[config.mk]
export PLATFORM = sky130hd
export DESIGN_NAME = gf_glyph_raster_decoder_unit
export DESIGN_NICKNAME = d
export VERILOG_FILES = /design/src/gfgrd_pkg.sv /design/src/gfgrd_parser.sv /design/src/gf_glyph_raster_decoder_unit.sv
export SDC_FILE = /design/constraint.sdc
export NUM_CORES = 1
export LEC_CHECK = 0
export BUFFER_PORTS_ARGS = -buffer_cell sky130_fd_sc_hd__buf_4
export CORE_ASPECT_RATIO = 0.7
export CORE_MARGIN = 8
export CORE_UTILIZATION = 45
export DETAILED_ROUTE_END_ITERATION = 12
export GPL_TIMING_DRIVEN = 0
export PLACE_DENSITY = 0.58
export SETUP_SLACK_MARGIN = 0.4
export SLEW_MARGIN = 10
export SYNTH_ARGS = -nofsm -noshare
export SYNTH_HDL_FRONTEND = slang
export SYNTH_SLANG_ARGS = --single-unit
[constraint.sdc]
create_clock -name clk -period 9.4 [get_ports clk]
set_input_delay 0.94 -clock clk [delete_from_list [all_inputs] [get_ports clk]]
set_output_delay 0.94 -clock clk [all_outputs]
set_load 0.03 [all_outputs]
[src/gfgrd_pkg.sv]
// Package: phase codes, result kinds and opcode constants for the GF glyph decoder.
`timescale 1ns / 1ps
package gfgrd_pkg;

  typedef enum logic [8:0] {
    PH_SEEK      = 9'b000000001,
    PH_RAST      = 9'b000000010,
    PH_SEEK_ARG  = 9'b000000100,
    PH_RAST_ARG  = 9'b000001000,
    PH_SEEK_DROP = 9'b000010000,
    PH_RAST_DROP = 9'b000100000,
    PH_BOC       = 9'b001000000,
    PH_BOC1      = 9'b010000000,
    PH_PRE_VER   = 9'b100000000
  } phase_t;

  localparam logic [2:0] KIND_HEADER = 3'd0;
  localparam logic [2:0] KIND_RUN    = 3'd1;
  localparam logic [2:0] KIND_EOC    = 3'd2;
  localparam logic [2:0] KIND_POST   = 3'd3;
  localparam logic [2:0] KIND_ERROR  = 3'd4;

  localparam logic [7:0] OP_BOC     = 8'd67;
  localparam logic [7:0] OP_BOC1    = 8'd68;
  localparam logic [7:0] OP_EOC     = 8'd69;
  localparam logic [7:0] OP_SKIP0   = 8'd70;
  localparam logic [7:0] OP_YYY     = 8'd243;
  localparam logic [7:0] OP_NOOP    = 8'd244;
  localparam logic [7:0] OP_PRE     = 8'd247;
  localparam logic [7:0] OP_POST    = 8'd248;
  localparam logic [7:0] GF_ID      = 8'd131;
  localparam logic [7:0] CODE_MASK  = 8'o377;
  localparam logic [2:0] INDEX_MASK = 3'o7;

  typedef struct packed {
    logic        valid;
    logic [2:0]  kind;
    logic [7:0]  code;
    logic [31:0] width;
    logic [31:0] height;
    logic [31:0] xoff;
    logic [31:0] yoff;
    logic [23:0] row;
    logic [23:0] col;
    logic [23:0] len;
  } result_t;

endpackage

[src/gfgrd_parser.sv]
// Parser: command state machine and raster position, one byte per cycle while step is high.
`timescale 1ns / 1ps
module gfgrd_parser #(
  parameter int COORD_BITS = 24
) (
  input  logic                clk,
  input  logic                rst,
  input  logic                step,
  input  logic [7:0]          in_byte,
  output gfgrd_pkg::result_t  res
);

  localparam logic [COORD_BITS-1:0] CMAX = '1;

  gfgrd_pkg::phase_t phase, phase_next;
  logic [7:0]  held_opcode, held_opcode_next;
  logic [31:0] operand_accum, operand_accum_next;
  logic [31:0] bytes_remaining, bytes_remaining_next;
  logic [2:0]  param_index, param_index_next;
  logic [7:0]  code_hold, code_hold_next;
  logic [31:0] min_col, min_col_next, max_col, max_col_next, min_row, min_row_next;
  logic [COORD_BITS-1:0] cur_column, cur_column_next, cur_row, cur_row_next;
  logic ink_black, ink_black_next;

  logic [31:0] acc_shift;
  logic        last_byte;

  function automatic logic [23:0] cap24(input logic [31:0] v);
    cap24 = (v > 32'hFFFFFF) ? 24'hFFFFFF : v[23:0];
  endfunction

  function automatic logic [COORD_BITS-1:0] sat_add(input logic [COORD_BITS-1:0] a,
                                                    input logic [32:0] b);
    logic [33:0] s;
    s = {{(34-COORD_BITS){1'b0}}, a} + {1'b0, b};
    sat_add = (s > {{(34-COORD_BITS){1'b0}}, CMAX}) ? CMAX : s[COORD_BITS-1:0];
  endfunction

  always_comb begin
    phase_next = phase;
    held_opcode_next = held_opcode;
    operand_accum_next = operand_accum;
    bytes_remaining_next = bytes_remaining;
    param_index_next = param_index;
    code_hold_next = code_hold;
    min_col_next = min_col;
    max_col_next = max_col;
    min_row_next = min_row;
    cur_column_next = cur_column;
    cur_row_next = cur_row;
    ink_black_next = ink_black;
    res = '0;
    acc_shift = {operand_accum[23:0], in_byte};
    last_byte = (bytes_remaining <= 32'd1);

    // shared actions expressed inline via small helper blocks
    case (phase)
      gfgrd_pkg::PH_RAST: begin
        if (in_byte <= 8'd63) begin
          if (in_byte != 8'd0 && ink_black) begin
            res.valid = 1'b1;
            res.kind = gfgrd_pkg::KIND_RUN;
            res.row = cap24(32'(cur_row));
            res.col = cap24(32'(cur_column));
            res.len = cap24({24'd0, in_byte});
          end
          if (in_byte != 8'd0) cur_column_next = sat_add(cur_column, {25'd0, in_byte});
          ink_black_next = ~ink_black;
        end else if (in_byte <= 8'd66 || (in_byte >= 8'd71 && in_byte <= 8'd73)
                     || (in_byte >= 8'd239 && in_byte <= 8'd242)) begin
          held_opcode_next = in_byte;
          operand_accum_next = '0;
          bytes_remaining_next = (in_byte <= 8'd66) ? 32'(in_byte - 8'd63) :
                                 (in_byte <= 8'd73) ? 32'(in_byte - 8'd70) :
                                 32'(in_byte - 8'd238);
          phase_next = gfgrd_pkg::PH_RAST_ARG;
        end else if (in_byte == gfgrd_pkg::OP_EOC) begin
          phase_next = gfgrd_pkg::PH_SEEK;
          res.valid = 1'b1;
          res.kind = gfgrd_pkg::KIND_EOC;
        end else if (in_byte == gfgrd_pkg::OP_SKIP0) begin
          cur_row_next = sat_add(cur_row, 33'd1);
          cur_column_next = '0;
          ink_black_next = 1'b0;
        end else if (in_byte >= 8'd74 && in_byte <= 8'd238) begin
          // new_row: next row, skip the column offset in white, then paint black
          cur_row_next = sat_add(cur_row, 33'd1);
          cur_column_next = sat_add('0, {25'd0, in_byte - 8'd74});
          ink_black_next = 1'b1;
        end else if (in_byte == gfgrd_pkg::OP_YYY) begin
          bytes_remaining_next = 32'd4;
          phase_next = gfgrd_pkg::PH_RAST_DROP;
        end else if (in_byte == gfgrd_pkg::OP_NOOP) begin
          phase_next = gfgrd_pkg::PH_RAST;
        end else begin
          phase_next = gfgrd_pkg::PH_SEEK;
          res.valid = 1'b1;
          res.kind = gfgrd_pkg::KIND_ERROR;
        end
      end
      gfgrd_pkg::PH_SEEK_ARG, gfgrd_pkg::PH_RAST_ARG: begin
        operand_accum_next = acc_shift;
        if (!last_byte) begin
          bytes_remaining_next = bytes_remaining - 32'd1;
        end else begin
          bytes_remaining_next = acc_shift;
          if (phase == gfgrd_pkg::PH_SEEK_ARG) begin
            phase_next = (acc_shift != 0) ? gfgrd_pkg::PH_SEEK_DROP : gfgrd_pkg::PH_SEEK;
          end else if (held_opcode >= 8'd64 && held_opcode <= 8'd66) begin
            bytes_remaining_next = '0;
            phase_next = gfgrd_pkg::PH_RAST;
            if (acc_shift != 0 && ink_black) begin
              res.valid = 1'b1;
              res.kind = gfgrd_pkg::KIND_RUN;
              res.row = cap24(32'(cur_row));
              res.col = cap24(32'(cur_column));
              res.len = cap24(acc_shift);
            end
            if (acc_shift != 0) cur_column_next = sat_add(cur_column, {1'b0, acc_shift});
            ink_black_next = ~ink_black;
          end else if (held_opcode >= 8'd71 && held_opcode <= 8'd73) begin
            bytes_remaining_next = '0;
            phase_next = gfgrd_pkg::PH_RAST;
            cur_row_next = sat_add(cur_row, {1'b0, acc_shift} + 33'd1);
            cur_column_next = '0;
            ink_black_next = 1'b0;
          end else begin
            phase_next = (acc_shift != 0) ? gfgrd_pkg::PH_RAST_DROP : gfgrd_pkg::PH_RAST;
          end
        end
      end
      gfgrd_pkg::PH_SEEK_DROP, gfgrd_pkg::PH_RAST_DROP: begin
        if (!last_byte) begin
          bytes_remaining_next = bytes_remaining - 32'd1;
        end else begin
          bytes_remaining_next = '0;
          phase_next = (phase == gfgrd_pkg::PH_SEEK_DROP) ? gfgrd_pkg::PH_SEEK
                                                           : gfgrd_pkg::PH_RAST;
        end
      end
      gfgrd_pkg::PH_BOC: begin
        operand_accum_next = acc_shift;
        if (!last_byte) begin
          bytes_remaining_next = bytes_remaining - 32'd1;
        end else begin
          param_index_next = (param_index + 3'd1) & gfgrd_pkg::INDEX_MASK;
          operand_accum_next = '0;
          bytes_remaining_next = 32'd4;
          case (param_index)
            3'd0: code_hold_next = acc_shift[7:0] & gfgrd_pkg::CODE_MASK;
            3'd1: ;
            3'd2: min_col_next = acc_shift;
            3'd3: max_col_next = acc_shift;
            3'd4: min_row_next = acc_shift;
            default: begin
              res.valid = 1'b1;
              res.kind = gfgrd_pkg::KIND_HEADER;
              res.code = code_hold;
              res.width = max_col - min_col + 32'd1;
              res.height = acc_shift - min_row + 32'd1;
              res.xoff = 32'd0 - min_col;
              res.yoff = acc_shift;
              phase_next = gfgrd_pkg::PH_RAST;
              cur_column_next = '0;
              cur_row_next = '0;
              ink_black_next = 1'b0;
            end
          endcase
        end
      end
      gfgrd_pkg::PH_BOC1: begin
        param_index_next = (param_index + 3'd1) & gfgrd_pkg::INDEX_MASK;
        case (param_index)
          3'd0: code_hold_next = in_byte;
          3'd1: min_col_next = {24'd0, in_byte};
          3'd2: begin
            max_col_next = {24'd0, in_byte};
            min_col_next = {24'd0, in_byte} - min_col;
          end
          3'd3: min_row_next = {24'd0, in_byte};
          default: begin
            min_row_next = {24'd0, in_byte} - min_row;
            res.valid = 1'b1;
            res.kind = gfgrd_pkg::KIND_HEADER;
            res.code = code_hold;
            res.width = max_col - min_col + 32'd1;
            res.height = {24'd0, in_byte} - ({24'd0, in_byte} - min_row) + 32'd1;
            res.xoff = 32'd0 - min_col;
            res.yoff = {24'd0, in_byte};
            phase_next = gfgrd_pkg::PH_RAST;
            cur_column_next = '0;
            cur_row_next = '0;
            ink_black_next = 1'b0;
          end
        endcase
      end
      gfgrd_pkg::PH_PRE_VER: begin
        if (in_byte != gfgrd_pkg::GF_ID) begin
          phase_next = gfgrd_pkg::PH_SEEK;
          res.valid = 1'b1;
          res.kind = gfgrd_pkg::KIND_ERROR;
        end else begin
          held_opcode_next = gfgrd_pkg::OP_PRE;
          operand_accum_next = '0;
          bytes_remaining_next = 32'd1;
          phase_next = gfgrd_pkg::PH_SEEK_ARG;
        end
      end
      default: begin
        phase_next = gfgrd_pkg::PH_SEEK;
        if (in_byte >= 8'd64 && in_byte <= 8'd66) begin
          bytes_remaining_next = 32'(in_byte - 8'd63);
          phase_next = gfgrd_pkg::PH_SEEK_DROP;
        end else if (in_byte >= 8'd71 && in_byte <= 8'd73) begin
          bytes_remaining_next = 32'(in_byte - 8'd70);
          phase_next = gfgrd_pkg::PH_SEEK_DROP;
        end else if (in_byte == gfgrd_pkg::OP_YYY) begin
          bytes_remaining_next = 32'd4;
          phase_next = gfgrd_pkg::PH_SEEK_DROP;
        end else if (in_byte == gfgrd_pkg::OP_BOC || in_byte == gfgrd_pkg::OP_BOC1) begin
          param_index_next = '0;
          held_opcode_next = in_byte;
          operand_accum_next = '0;
          bytes_remaining_next = (in_byte == gfgrd_pkg::OP_BOC) ? 32'd4 : 32'd1;
          phase_next = (in_byte == gfgrd_pkg::OP_BOC) ? gfgrd_pkg::PH_BOC
                                                       : gfgrd_pkg::PH_BOC1;
        end else if (in_byte >= 8'd239 && in_byte <= 8'd242) begin
          held_opcode_next = in_byte;
          operand_accum_next = '0;
          bytes_remaining_next = 32'(in_byte - 8'd238);
          phase_next = gfgrd_pkg::PH_SEEK_ARG;
        end else if (in_byte == gfgrd_pkg::OP_PRE) begin
          held_opcode_next = in_byte;
          phase_next = gfgrd_pkg::PH_PRE_VER;
        end else if (in_byte == gfgrd_pkg::OP_POST) begin
          res.valid = 1'b1;
          res.kind = gfgrd_pkg::KIND_POST;
        end else if (in_byte == 8'd245 || in_byte == 8'd246 || in_byte >= 8'd249) begin
          res.valid = 1'b1;
          res.kind = gfgrd_pkg::KIND_ERROR;
        end
      end
    endcase
  end

  always_ff @(posedge clk) begin
    if (rst) begin
      phase <= gfgrd_pkg::PH_SEEK;
      held_opcode <= '0;
      operand_accum <= '0;
      bytes_remaining <= '0;
      param_index <= '0;
      code_hold <= '0;
      min_col <= '0;
      max_col <= '0;
      min_row <= '0;
      cur_column <= '0;
      cur_row <= '0;
      ink_black <= 1'b0;
    end else if (step) begin
      phase <= phase_next;
      held_opcode <= held_opcode_next;
      operand_accum <= operand_accum_next;
      bytes_remaining <= bytes_remaining_next;
      param_index <= param_index_next;
      code_hold <= code_hold_next;
      min_col <= min_col_next;
      max_col <= max_col_next;
      min_row <= min_row_next;
      cur_column <= cur_column_next;
      cur_row <= cur_row_next;
      ink_black <= ink_black_next;
    end
  end

  a_onehot: assert property (@(posedge clk) disable iff (rst) $onehot(phase))
    else $error("phase not one-hot");
  a_boc_idx: assert property (@(posedge clk) disable iff (rst)
    (phase == gfgrd_pkg::PH_BOC1) |-> (param_index <= 3'd4))
    else $error("boc1 index out of range");
  a_run_ink: assert property (@(posedge clk) disable iff (rst)
    (step && res.valid && res.kind == gfgrd_pkg::KIND_RUN) |-> ink_black)
    else $error("run emitted on white ink");

endmodule

[src/gf_glyph_raster_decoder_unit.sv]
// Top level: GF character byte decoder with registered result stage.
`timescale 1ns / 1ps
// GF glyph raster decoder.
// Input channel: in_valid/in_ready carry one byte of a GF command stream per
// request. Output channel: out_valid/out_ready carry one result request:
// character header, black run (row, column, length), end of char, postamble
// or format error. Fields that do not belong to a result's kind read zero.
// Each byte is decoded in the cycle it is accepted; its result, if any,
// appears in the output register on the next cycle.
// Throughput: one byte per cycle. in_ready is high whenever the output
// register is empty or is being drained in the same cycle, so a stalled
// receiver only holds the input once a result is waiting.
// While a result waits, every byte is held, including bytes that would
// produce no result.
// Reset (rst, synchronous) returns the parser to seeking a character start
// and empties the output register.
// COORD_BITS sets the width of the internal row and column counters, which
// saturate at their maximum; run outputs saturate at 24 bits.
module gf_glyph_raster_decoder_unit #(
  parameter int COORD_BITS = 24
) (
  input  logic               clk,
  input  logic               rst,
  input  logic               in_valid,
  output logic               in_ready,
  input  logic [7:0]         in_byte,
  output logic               out_valid,
  input  logic               out_ready,
  output logic [2:0]         out_kind,
  output logic [7:0]         char_code,
  output logic signed [31:0] glyph_width,
  output logic signed [31:0] glyph_height,
  output logic signed [31:0] x_offset,
  output logic signed [31:0] y_offset,
  output logic [23:0]        run_row,
  output logic [23:0]        run_column,
  output logic [23:0]        run_length
);

  gfgrd_pkg::result_t res, held;
  logic step;

  assign in_ready = !out_valid || out_ready;
  assign step = in_valid && in_ready;

  gfgrd_parser #(.COORD_BITS(COORD_BITS)) u_parser (
    .clk(clk), .rst(rst), .step(step), .in_byte(in_byte), .res(res)
  );

  always_ff @(posedge clk) begin
    if (rst) begin
      out_valid <= 1'b0;
    end else if (in_ready) begin
      out_valid <= step && res.valid;
    end
  end

  always_ff @(posedge clk) begin
    if (step) held <= res;
  end

  assign out_kind = held.kind;
  assign char_code = held.code;
  assign glyph_width = held.width;
  assign glyph_height = held.height;
  assign x_offset = held.xoff;
  assign y_offset = held.yoff;
  assign run_row = held.row;
  assign run_column = held.col;
  assign run_length = held.len;

  a_hold: assert property (@(posedge clk) disable iff (rst)
    (out_valid && !out_ready) |=> (out_valid && $stable(held)))
    else $error("result lost under stall");
  a_ready: assert property (@(posedge clk) disable iff (rst)
    (out_valid && !out_ready) |-> !in_ready)
    else $error("input taken while result blocked");
  a_kind: assert property (@(posedge clk) disable iff (rst)
    out_valid |-> (out_kind <= gfgrd_pkg::KIND_ERROR))
    else $error("bad result kind");

endmodule
==> impl_metrics.py <==
metrics = {
    "detailed_routing": {
        "first_pass_iters": 5,
        "drt-wirelength-per-cell_microns": 24.4,
        "post-route-drc-count": 0,
        "drt-vias-per-instance": 6.19,
        "initialDrtViolationCount": 3823,
        "wl_final_microns": 119000,
        "dr_total_vias": 30097,
        "antenna_violating_nets_post_route": 0,
    },
    "place": {
        "port_buffers": 224,
        "placedInstanceArea_sq_mm": 0.0336,
        "place_ws_ns": 1.73,
        "routabilityCongestion": 0.974,
        "hpwl_microns": 89000,
    },
    "grt": {
        "grt.overflow.total": 0,
        "grt_pass1_wl_microns": 175000,
        "grt_start_max_net_pins": 89,
        "track_usage_pct": 29.5,
        "first_global_vias": 27294,
        "antenna_violations_before_repair": 6,
    },
    "run_status": {
        "run_status": "finished clean",
    },
    "finish": {
        "layout.cells.most_common_list": "sky130_fd_sc_hd__nor2_1, sky130_fd_sc_hd__nand2_1, sky130_fd_sc_hd__a21oi_1",
        "final_core_utilization_pct": 51.8,
        "final_design_area_no_fill_sq_mm": 0.0352,
        "layout_cell_share_with_drive_strength_beyond_1_pct": 9.30,
        "areaGrowthSynthToFinish_pct": 14.6,
        "ff_latch_area_sq_mm": 0.0109,
        "most_common_cell_after_layout_fill_and_taps_aside": "sky130_fd_sc_hd__nor2_1",
        "final_nets": 4157,
        "num-fill-cells": 6647,
        "multi_input_comb_area_sq_mm": 0.0185,
    },
    "power": {
        "ir_drop_v": 0.000139,
        "total_power_mw": 4.59,
        "power_leakage_nw": 13.7,
        "powerDensity_mw_per_mm2": 131,
    },
    "timing": {
        "timing.fmax_ghz": 0.138,
        "post-route-period-util_pct": 77.0,
        "slew_headroom_pct": 7.57,
        "final_hold_violation_count": 0,
        "fin_skew_ns": 0.0285,
        "fin_ws_ns": 2.17,
        "min_period_ns": 7.23,
        "unrepaired_setup_endpoints_after_global_routing": "no",
        "report.final.slew_viol_count": 0,
        "worst-slew-pin-transition_ns": 1.37,
        "setup_violations": 0,
        "whs_ns": 0.457,
    },
    "die": {
        "core_area_sq_mm": 0.0679,
        "die-area_sq_mm": 0.0770,
        "fp.dieW_microns": 328,
        "ios": 225,
        "die_height_microns": 235,
        "rows": 80,
        "floorplan.initialDensity_pct": 45.3,
    },
    "clock_network": {
        "clock_insertion_delay_worst_skew_ns": 0.63,
        "cts-hold-fix-buffers": 0,
        "clock-root-buffer": "sky130_fd_sc_hd__clkbuf_16",
        "post_cts_setup_driven_buffer_insertion_count": 0,
        "cts_htree_levels": 2,
        "ctsResizeCount": 0,
        "cts-buffers-inserted": 47,
        "clk_pin_slew_ns": 0.06,
        "clock_path_buffers": 3,
        "tritoncts_clock_tree": "yes",
        "sink_count": 441,
    },
    "synthesis": {
        "multiplexer_share_of_the_synthesized_area_pct": 0.896,
        "synthArstFlopShare_pct": 0,
        "synth.distinct_cells": 95,
        "synth_xor_area_share_pct": 6.76,
        "synth_area_per_cell_sq_um": 8.43,
        "ys.flop_type": "sky130_fd_sc_hd__dfxtp_1",
        "synth_edf_count": 211,
        "syn-instance-count": 3643,
        "net_count_of_the_mapped_netlist": 3881,
        "yosys_warnings": 0,
        "synth-compound-area-share_pct": 22.1,
        "main_combinational_cell_family_by_area_after_synthesis": "compound AO/OA/AOI/OAI gates",
        "synthesis.area_sq_mm": 0.0307,
        "synth-adder-area-share_pct": 9.53,
        "yosys.area_share.simple_pct": 20.9,
        "number_of_synthesized_register_bits": 441,
        "synth-seq-area-share_pct": 35.6,
    },
    "critical_path": {
        "worstSetupStartpoint": "in_byte[0]",
        "arrival_time_at_the_worst_endpoint_ns": 7.55,
        "reg2regPathDepth": 18,
        "crit-reg2reg-launch": "u_parser.min_row[0]$_SDFFE_PP0P_",
        "critical_path.max_fanout": 10,
        "critPathLaunchType": "input port",
        "worst_setup_path_end_kind": "register",
        "required_time_at_the_endpoint_of_the_critical_path_ns": 9.72,
        "criticalPathCategory": "input port to register",
    },
    "flow_run": {
        "drv_cap": 0,
    },
    "hold_path": {
        "hp-start": "u_parser.max_col[1]$_SDFFE_PP0P_",
        "hold_depth": 2,
        "hold_class": "register to register",
    },
}
## cells in the mapped netlist, drive strengths merged, types with 33 or more instances
cell | number | area share (%)
a211oi | 53 | 1.3
a21o | 53 | 1.3
a21oi | 302 | 4.9
and2 | 81 | 1.7
and3 | 33 | 0.67
clkbuf | 191 | 2.3
dfxtp | 230 | 15
edfxtp | 211 | 21
ha | 214 | 8.7
inv | 116 | 1.4
nand2 | 313 | 3.8
nand2b | 38 | 0.77
nand3 | 111 | 1.8
nand4 | 46 | 0.99
nor2 | 394 | 4.8
nor2b | 42 | 0.86
nor3 | 120 | 2.0
nor4 | 40 | 0.88
o21a | 47 | 1.1
o21ai | 239 | 3.9
o22ai | 34 | 0.69
o31ai | 38 | 0.93
xnor2 | 146 | 4.2
xor2 | 91 | 2.6
## cells by family after synthesis
logic type / count (synthesis)
xor gates and xnor gates: 237
and+or+nand+nor: 1327
DFF: 441
adders and majority gates: 227
buffers and inverters: 330
muxes: 27
AOI/OAI and AO/OA: 1054
## state kept, by name, indices dropped and copies added (netlist names), 32 cells and up
name,cells
u_parser.min_col,32
y_offset,32
u_parser.min_row,32
u_parser.bytes_remaining,32
u_parser.max_col,32
glyph_width,32
x_offset,32
glyph_height,32
## area by class of cell
class | instances | share of cell area, %
clock inverter | 22 | 0.420
antenna | 3 | 0.0213
timing repair buffer | 227 | 4.98
sequential | 441 | 31.1
clock buffer | 66 | 4.03
buffer | 213 | 2.40
tap | 902 | 3.21
inverter | 117 | 1.27
multi-input combinational | 2872 | 52.6
## stage by stage
| step | std cells | setup TNS, ns |
|---|---|---|
| after global routing | 4860 | 0 |
| after global placement | 4769 | -131.82 |
| after floorplan | 3643 | 0 |
| after CTS | 4860 | 0 |
| final | 4863 | 0 |
| after detailed placement | 4772 | 0 |
## where the power goes
part	switching, mW	internal (mW)	total [mW]
Clock	0.866	1.06	1.93
Combinational	0.404	0.195	0.599
Sequential	0.0182	2.05	2.06
Total	1.29	3.30	4.59
## worst max-delay path, cell delays in order
cell,delay (ns)
sky130_fd_sc_hd__buf_4,0.18
sky130_fd_sc_hd__clkbuf_1,0.25
sky130_fd_sc_hd__inv_1,0.76
sky130_fd_sc_hd__ha_1,0.29
sky130_fd_sc_hd__inv_1,0.06
sky130_fd_sc_hd__fa_1,0.40
sky130_fd_sc_hd__a31oi_1,0.64
sky130_fd_sc_hd__inv_1,0.09
sky130_fd_sc_hd__a31oi_1,0.21
sky130_fd_sc_hd__xor2_1,0.27
sky130_fd_sc_hd__ha_1,0.29
sky130_fd_sc_hd__ha_1,0.33
sky130_fd_sc_hd__nand2_1,0.05
sky130_fd_sc_hd__o21ai_0,0.30
sky130_fd_sc_hd__o41ai_1,0.23
sky130_fd_sc_hd__nand2b_1,0.24
sky130_fd_sc_hd__nor4_1,0.78
sky130_fd_sc_hd__nand4bb_1,0.32
sky130_fd_sc_hd__nor3_1,0.27
sky130_fd_sc_hd__xor2_1,0.10
sky130_fd_sc_hd__o22ai_1,0.52
## worst paths after layout
check	slack [ns]	to
setup / recovery	2.17	glyph_height[31]$_DFFE_PP_
hold / removal	0.46	u_parser.max_col[1]$_SDFFE_PP0P_
setup reg to reg	3.41	glyph_height[31]$_DFFE_PP_
hold reg to reg	0.46	u_parser.max_col[1]$_SDFFE_PP0P_
## metal layers
layer / global-route usage, % / wire [microns] / part of all wire (%) / up-vias
met1: 42.8 / 53800 / 45 / 14448
met3: 8.96 / 14100 / 12 / 178
met5: 0 / 7 / 0.0059 / -
met4: 8.69 / 3390 / 2.8 / 2
li1: - / - / - / 13939
met2: 41.8 / 47600 / 40 / 1530
No activity file was read; power rests on OpenSTA's default activity.
